**src/sv/vec3_arithmetic_unit_defines.svh**
```systemverilog
// Assertion macros used by the vector unit top level.
`ifndef VEC3_ARITHMETIC_UNIT_DEFINES_SVH
`define VEC3_ARITHMETIC_UNIT_DEFINES_SVH
`ifndef NO_ASSERTIONS
// Checked only while out of reset
`define V3AU_ASSERT(lbl, clk, rst_n, prop, msg) \
    lbl: assert property (@(posedge clk) disable iff (!rst_n) prop) \
        else $error(msg);
// Checked on every edge, reset included
`define V3AU_ASSERT_ALWAYS(lbl, clk, prop, msg) \
    lbl: assert property (@(posedge clk) prop) else $error(msg);
`else
`define V3AU_ASSERT(lbl, clk, rst_n, prop, msg)
`define V3AU_ASSERT_ALWAYS(lbl, clk, prop, msg)
`endif
`endif

```
**src/sv/v3au_pkg.sv**
```systemverilog
// Types, constants, clamp and step functions of the Q16.16 vector unit.
`timescale 1ns / 1ps
package v3au_pkg;

    localparam int Q_W         = 32;              // Q16.16 word
    localparam int F_W         = 16;              // fraction bits
    localparam int P_W         = 2 * Q_W;         // full product
    localparam int T_W         = P_W - F_W;       // truncated product
    localparam int ACC_W       = T_W + 2;         // sum of three truncated products
    localparam int RAD_W       = P_W;             // square root radicand
    localparam int SQ_ROOT_W   = RAD_W / 2;
    localparam int SQ_REM_W    = SQ_ROOT_W + 1;
    localparam int SQRT_STAGES = SQ_ROOT_W;       // one root bit per stage
    localparam int DVD_W       = Q_W + F_W;       // |a| * 2^16
    localparam int DVS_W       = SQ_ROOT_W;       // length as divisor
    localparam int DIV_STAGES  = DVD_W;           // one quotient bit per stage
    localparam int EPS_W       = 16;
    localparam int N_MUL       = 6;
    localparam int N_LANE      = 3;

    localparam logic [EPS_W-1:0]     EPS_RESET = EPS_W'(1);
    localparam logic signed [Q_W-1:0] Q_MAX    = {1'b0, {(Q_W-1){1'b1}}};
    localparam logic signed [Q_W-1:0] Q_MIN    = {1'b1, {(Q_W-1){1'b0}}};

    typedef enum logic [2:0] {
        KIND_ADD   = 3'd0,
        KIND_SUB   = 3'd1,
        KIND_SCALE = 3'd2,
        KIND_DOT   = 3'd3,
        KIND_CROSS = 3'd4,
        KIND_LEN   = 3'd5,
        KIND_NORM  = 3'd6,
        KIND_EQ    = 3'd7
    } kind_t;

    typedef logic signed [Q_W-1:0] q_t;

    typedef struct packed {
        q_t   r_x;
        q_t   r_y;
        q_t   r_z;
        q_t   r_scalar;
        logic is_equal;
        logic overflow;
    } res_t;

    // Travels alongside the square root
    typedef struct packed {
        kind_t                          kind;
        res_t                           res;
        logic [N_LANE-1:0]              neg;
        logic [N_LANE-1:0][DVD_W-1:0]   mag;
    } side_t;

    // Travels alongside the divider
    typedef struct packed {
        kind_t             kind;
        res_t              res;
        logic [N_LANE-1:0] neg;
        logic              do_norm;
    } fin_t;

    typedef struct packed {
        logic ov;
        q_t   val;
    } sat_t;

    typedef struct packed {
        logic [SQ_REM_W-1:0]  rem;
        logic [SQ_ROOT_W-1:0] root;
    } sq_t;

    typedef struct packed {
        logic [DVS_W-1:0] rem;
        logic [DVD_W-1:0] quo;
    } dv_t;

    // Clamp a wide signed value to Q16.16
    function automatic sat_t sat_q(input logic signed [ACC_W-1:0] v);
        sat_t r;
        if (v[ACC_W-1:Q_W-1] == {(ACC_W-Q_W+1){v[ACC_W-1]}}) begin
            r.ov  = 1'b0;
            r.val = v[Q_W-1:0];
        end
        else if (v[ACC_W-1]) begin
            r.ov  = 1'b1;
            r.val = Q_MIN;
        end
        else begin
            r.ov  = 1'b1;
            r.val = Q_MAX;
        end
        return r;
    endfunction

    // One digit of the restoring square root
    function automatic sq_t sqrt_step(input logic [SQ_REM_W-1:0] rem,
                                      input logic [SQ_ROOT_W-1:0] root,
                                      input logic [1:0] bits);
        logic [SQ_REM_W:0] sh;
        logic [SQ_REM_W:0] trial;
        logic [SQ_REM_W:0] diff;
        sq_t r;
        sh    = {rem[SQ_ROOT_W-1:0], bits};
        trial = {root, 2'b01};
        diff  = sh - trial;
        if (sh >= trial) begin
            r.rem  = diff[SQ_REM_W-1:0];
            r.root = {root[SQ_ROOT_W-2:0], 1'b1};
        end
        else begin
            r.rem  = sh[SQ_REM_W-1:0];
            r.root = {root[SQ_ROOT_W-2:0], 1'b0};
        end
        return r;
    endfunction

    // One bit of the restoring divider
    function automatic dv_t div_step(input logic [DVS_W-1:0] rem,
                                     input logic [DVD_W-1:0] quo,
                                     input logic [DVS_W-1:0] dvs);
        logic [DVS_W:0] sh;
        logic [DVS_W:0] diff;
        dv_t r;
        sh   = {rem, quo[DVD_W-1]};
        diff = sh - {1'b0, dvs};
        if (sh >= {1'b0, dvs}) begin
            r.rem = diff[DVS_W-1:0];
            r.quo = {quo[DVD_W-2:0], 1'b1};
        end
        else begin
            r.rem = sh[DVS_W-1:0];
            r.quo = {quo[DVD_W-2:0], 1'b0};
        end
        return r;
    endfunction

endpackage

```
**src/sv/v3au_sqrt.sv**
```systemverilog
// Pipelined integer square root, one root bit per stage.
`timescale 1ns / 1ps
module v3au_sqrt (
    input  logic                           clk,
    input  logic                           rst_n,
    input  logic                           en,
    input  logic                           in_valid,
    input  logic [v3au_pkg::RAD_W-1:0]     rad,
    output logic                           out_valid,
    output logic [v3au_pkg::SQ_ROOT_W-1:0] root
);

    localparam int N = v3au_pkg::SQRT_STAGES;

    logic [N-1:0]                   vld_reg;
    logic [v3au_pkg::SQ_ROOT_W-1:0] root_reg [N];
    logic [v3au_pkg::SQ_REM_W-1:0]  rem_reg  [N-1];
    logic [v3au_pkg::RAD_W-1:0]     rad_reg  [N-1];
    v3au_pkg::sq_t                  step_next [N];

    // Per-stage digit
    always_comb
    begin
        step_next[0] = v3au_pkg::sqrt_step('0, '0, rad[v3au_pkg::RAD_W-1 -: 2]);
        for (int k = 1; k < N; k++)
        begin
            step_next[k] = v3au_pkg::sqrt_step(rem_reg[k-1], root_reg[k-1],
                                               rad_reg[k-1][v3au_pkg::RAD_W-1-2*k -: 2]);
        end
    end

    // Valid bits
    always_ff @(posedge clk or negedge rst_n)
    begin
        if (!rst_n)
        begin
            vld_reg <= '0;
        end
        else if (en)
        begin
            vld_reg <= {vld_reg[N-2:0], in_valid};
        end
    end

    // Stage payload
    always_ff @(posedge clk)
    begin
        if (en)
        begin
            for (int k = 0; k < N; k++)
            begin
                root_reg[k] <= step_next[k].root;
            end
            for (int k = 0; k < N - 1; k++)
            begin
                rem_reg[k] <= step_next[k].rem;
            end
            rad_reg[0] <= rad;
            for (int k = 1; k < N - 1; k++)
            begin
                rad_reg[k] <= rad_reg[k-1];
            end
        end
    end

    assign out_valid = vld_reg[N-1];
    assign root      = root_reg[N-1];

endmodule

```
**config.mk**
```make
export PLATFORM = sky130hd
export DESIGN_NAME = v3au_sqrt
export DESIGN_NICKNAME = d
export VERILOG_FILES = /design/src/sv/vec3_arithmetic_unit_defines.svh /design/src/sv/v3au_pkg.sv /design/src/sv/v3au_sqrt.sv
export SDC_FILE = /design/constraint.sdc
export NUM_CORES = 2
export LEC_CHECK = 0
export ABC_AREA = 0
export ABC_CLOCK_PERIOD_IN_PS = 3600
export BUFFER_PORTS_ARGS = -buffer_cell sky130_fd_sc_hd__buf_2
export CORE_ASPECT_RATIO = 1.25
export CORE_MARGIN = 1.5
export CORE_UTILIZATION = 60
export CTS_CLUSTER_SIZE = 28
export DETAILED_ROUTE_END_ITERATION = 8
export GPL_ROUTABILITY_DRIVEN = 0
export HOLD_SLACK_MARGIN = 0.05
export PLACE_DENSITY = 0.86
export SLEW_MARGIN = 40
export SYNTH_ARGS = -nofsm -noshare
export SYNTH_HDL_FRONTEND = slang
export SYNTH_SLANG_ARGS = --single-unit
```
**constraint.sdc**
```tcl
create_clock -name clk -period 3.6 [get_ports clk]
set_input_delay 0 -clock clk [delete_from_list [all_inputs] [get_ports clk]]
set_output_delay 0 -clock clk [all_outputs]
set_load 0.01 [all_outputs]
```
# Word-level counts from Yosys, hierarchy flattened
# Memories as Yosys holds them, arrays and structs flattened.
# Index checks and enable logic that the tools add are counted.
word_totals:
  regBits: 32
  ramBits: 4031
  inputBits: 68
  latch_bits: 0
  n_memories: 3
  word_cells: 101
  romBits: 0
  out_inout_bits: 33
op_classes:
  muxes: 34
  bitwise_logic: 0
  n_reduce_logical: 0
  magnitude_cmp: 32
  n_mul: 0
  shifts: 0
  n_eq_ne: 0
  div_mod_pow: 0
  add_sub_neg: 31
mem_list:
  columns: ["memory", "words", "width", "read_ports", "rd_clocked_by_memory_dff", "wr", "line", "rtl"]
  rows:
  - ["rad_reg", 31, 64, 31, 0, 31, "v3au_sqrt.sv:18", "logic [v3au_pkg::RAD_W-1:0] rad_reg [N-1];"]
  - ["root_reg", 32, 32, 32, 0, 32, "v3au_sqrt.sv:16", "logic [v3au_pkg::SQ_ROOT_W-1:0] root_reg [N];"]
  - ["rem_reg", 31, 33, 31, 0, 31, "v3au_sqrt.sv:17", "logic [v3au_pkg::SQ_REM_W-1:0] rem_reg [N-1];"]
ops:
  columns: ["operator", "n"]
  rows:
  - ["65-bit 2-to-1 mux", 31]
  - ["34-bit greater-or-equal comparator", 31]
  - ["33-bit subtractor", 30]
  - ["1-bit 2-to-1 mux", 3]
  - ["2-bit by 1-bit subtractor with 3-bit output, second input constant", 1]
  - ["2-bit by 1-bit greater-or-equal comparator with 1-bit output, second input constant", 1]

# Longest topological paths before layout
# An unclocked memory read counts as a cell.
depth:
  ltp_word: 3
  mapped_depth: 15
  depth_no_buf: 15

# Worst setup path after synthesis
# OpenSTA, ideal clock, no wires.
synth_timing:
  path_kind: "register -> register"
  startpoint: "memory rem_reg[1][276] (netlist bit)"
  endpoint: "memory rem_reg[1][326] (netlist bit), data pin"
  t_required_ns: 3.342
  path_stages_with_launch: 12
  setup_time_ns: 0.258
  path_buffers: 0
  synth_period_minus_slack_ns: 3.240
  arrival_time_ns: 2.982
  slack_ns: 0.360
  path_cell_list: "edfxtp_1 -> ha_1 -> a21o_1 -> a21o_1 -> a21o_1 -> and2_0 -> a311o_1 -> a21o_1 -> a21o_1 -> a311o_1 -> or4_1 -> xnor2_1"
synth_lines:
  columns: ["item", "line"]
  rows:
  - ["start: declaration", "v3au_sqrt.sv:17"]

==> results.md <==
- Buffer depth of the longest clock path: 3
- Synth Flop Type: edfxtp_1
- Outcome: finished, final reports clean
- CTS tree: yes
- Place WS: -0.173 ns
- Synth area leaders: edfxtp_1 64%, ha_1 6.1%, xnor2_1 3.2%
- Crit path DAT: 4.17 ns
- Synth Area in Simple Gates: 9.59%
- CP Launch Type: flip-flop
- Mapped Area: ~120000 um^2
- CTS HTree Levels: 4
- Port Buffers: 100
- Setup-failing EPs final: 0
- Average wire per standard cell: 19.3 um
- Worst min-delay path class: in -> async
- Via density: 5.95
- Post-DRT Antenna Nets: 0
- Initial Util: about 60%
- WS Path Type: reg -> reg
- Initial antenna violation count: 3
- Total routed wirelength: 233 mm
- Routed vias: 71667
- Net Sw Power: approximately 23 mW
- Tcrit/Tclk final: between 90 and 100%
- Pwr dens: approximately 630 nW/um^2
- Post-Synth Adder-Cell Area: 6.10%
- Final min period: 3.55 ns
- Sink Count: approximately 2500
- Most common cell in the netlist: edfxtp_1
- Die Ht: about 490 um
- Async SR Flop Fraction: approximately 1.3%
- Slew HR: about two fifths
- Avg Synthesized Cell Area: 13.1 um^2
- Seq/Total Area, Yosys: 65.0%
- Area leader, netlist: edfxtp_1
- Total power of the final layout: roughly 82 mW
- First-pass GRT wire length: 367 mm
- Worst vdd ir: ~0.6 mV
- Core area: approximately 190000 um^2
- P&R area growth vs syn: 12.8%
- Starting DRT DRC Count: ~6000
- DP HPWL: 156 mm
- Reg power frac: 47.9%
- CTS buffer count: 228
- Drt pass-1 iters: 6
- Internal reg-to-reg setup slack: 0.05 ns
- Crit Path Max Fanout: 4
- Final hold viol count: 0
- Yosys top cell area share: about 64%
- Ys Warns: 0
- Nets: 9949
- Die area: 195000 um^2
- Slew Viols, Final: 0
- Comb pwr share: between 20% and 30%
- Max reg flops: 992
- Layout cells sized above 1: 10.1%
- Worst Hold Margin: ~0.17 ns
- Clock share of power: 29.9%
- Largest family of logic cells by synthesized area: simple AND/OR/NAND/NOR gates
- GRT Residual Overflow: 0
- Die width: 395 um
- Synth Instances: 8779
- DRC: 0
- Leakage: 49.9 nW
- CTS clock-pin slew for the worst setup and hold paths: 0.06 ns
- Gr usage total: 23.3%
- Synth cell count leaders: 2465 x edfxtp_1, 696 x inv_1, 609 x nand2_1
- Site row count: 179
- Worst path required time: ~4.2 ns
- Pint: 58.4 mW
- XOR/XNOR Fraction of Synth Area: 5.91%
- Final Worst Setup Slack: 0.0473 ns
- Pin count of the biggest net entering global routing: between 100 and 150
- Worst-skew pair later-pin latency: around 0.89 ns
- Vias in the first global route: 73103
- Post-synth EDFFs: 2465
- Max-Cap Viols: 0
- Register bit total from synthesis: 2497
- Clock skew: 0.0775 ns
- Mapped Nets: 9408
- Maximum clock rate: 281 MHz
- Compound-Gate Fraction of Synth Area: 9.34%
- Worst-Margin Slew: roughly 0.91 ns
- Post-synth cell types: 108
- CTS root buffer: clkbuf_16
- Nature of the critical path endpoint: flip-flop
- Sw frac: 28.6%
- Io pins: 101
- Mux cell area share after synthesis: 1.08%
## layer usage
metal  wire length [um]  GRT usage, %  vias to the layer above
met1              80900          23.9                    34517
met3              11700          3.38                      859
met2             125000          44.3                     2853
met4              14800          14.4                        0
li1                   -             -                    33438
met5                  0             0                        -
## repair_timing
item	4_1_cts	5_1_grt
resized for setup	18	89
hold endpoints to repair	580	0
setup endpoints to repair	54	284
hold buffers	136	0
pin swaps	3	11
setup buffers	1	10
## metrics by stage
step                      instances  util [%]  TNS (ns)  instance area [um^2]
after CTS                     12032      67.9         0                129000
after global routing          12044      68.1   -0.0585                130000
final                         12044      68.1         0                130000
after detailed placement      11476      63.1     -1.91                120000
after global placement        11476      63.1    -0.216                120000
after floorplan                8779         -         0                115000
## logic make-up (layout without fill, tap and decap cells)
logic type                 Yosys count  count (layout)
buffers and inverters              877            1607
and+or+nand+nor                   2216            2216
other                                1               2
AOI/OAI and AO/OA                 1738            1738
xor gates and xnor gates           777             777
DFF                               2497            2497
adders and majority gates          561             561
muxes                              112             112
## worst max-delay path, stage by stage, from the launching register on
cell	delay, ns
edfxtp_1	0.42
ha_1	0.36
a211oi_2	0.27
o21ai_1	0.15
a21oi_2	0.17
o31ai_2	0.12
a311o_1	0.39
a21o_1	0.21
a21o_1	0.22
a311o_1	0.37
or4_1	0.47
xnor2_1	0.16
## placed cells by master, fill, tap and decap left out, types with 118 or more instances in the layout
master,Yosys,routed
clkbuf_16,0,230
dlygate4sd3_1,0,135
a21oi_1,547,536
o21ai_0,478,457
buf_4,34,218
nor3_1,202,198
xnor2_1,425,425
a21o_1,200,200
inv_1,696,696
ha_1,561,558
nor2_1,505,502
edfxtp_1,2465,2465
nand2b_1,118,118
nand2_1,609,608
xor2_1,352,352
nand3_1,133,131
## final cells by class
| class | count | area [um^2] |
|---|---|---|
| inverters | 698 | 2620 |
| fillers | 11892 | 60800 |
| clock inverters | 150 | 1690 |
| diodes | 1 | 2.50 |
| flip-flops and latches | 2497 | 74800 |
| clock buffers | 269 | 5900 |
| repair buffers | 490 | 4240 |
| well taps | 2534 | 3170 |
| multi-input cells | 5405 | 37400 |
## power groups by stage
| stage | Sequential, mW | Combinational, mW | Clock, mW |
|---|---|---|---|
| floorplan | 38.8 | 12.6 | 0 |
| global placement | 39.4 | 16.3 | 0 |
| detailed placement | 39.6 | 17.3 | 0 |
| CTS | 39.0 | 17.6 | 24.8 |
| global route | 39.4 | 19.8 | 26.0 |
| finish | 39.1 | 18.2 | 24.4 |
## path summary, 6_finish.rpt
check | cells past startpoint | to | startpoint
hold / removal | 4 | vld_reg[28]$_DFFE_PN0P_ | rst_n
min in group clk | 2 | rad_reg[0][8]$_DFFE_PP_ | en
setup / recovery | 11 | rem_reg[1][326]$_DFFE_PP_ | rem_reg[1][270]$_DFFE_PP_
hold reg to reg | 0 | rad_reg[0][269]$_DFFE_PP_ | rad_reg[0][205]$_DFFE_PP_
max in group asynchronous | 4 | vld_reg[7]$_DFFE_PN0P_ | rst_n
setup reg to reg | 11 | rem_reg[1][326]$_DFFE_PP_ | rem_reg[1][270]$_DFFE_PP_
No activity file was read; power rests on OpenSTA's default activity.
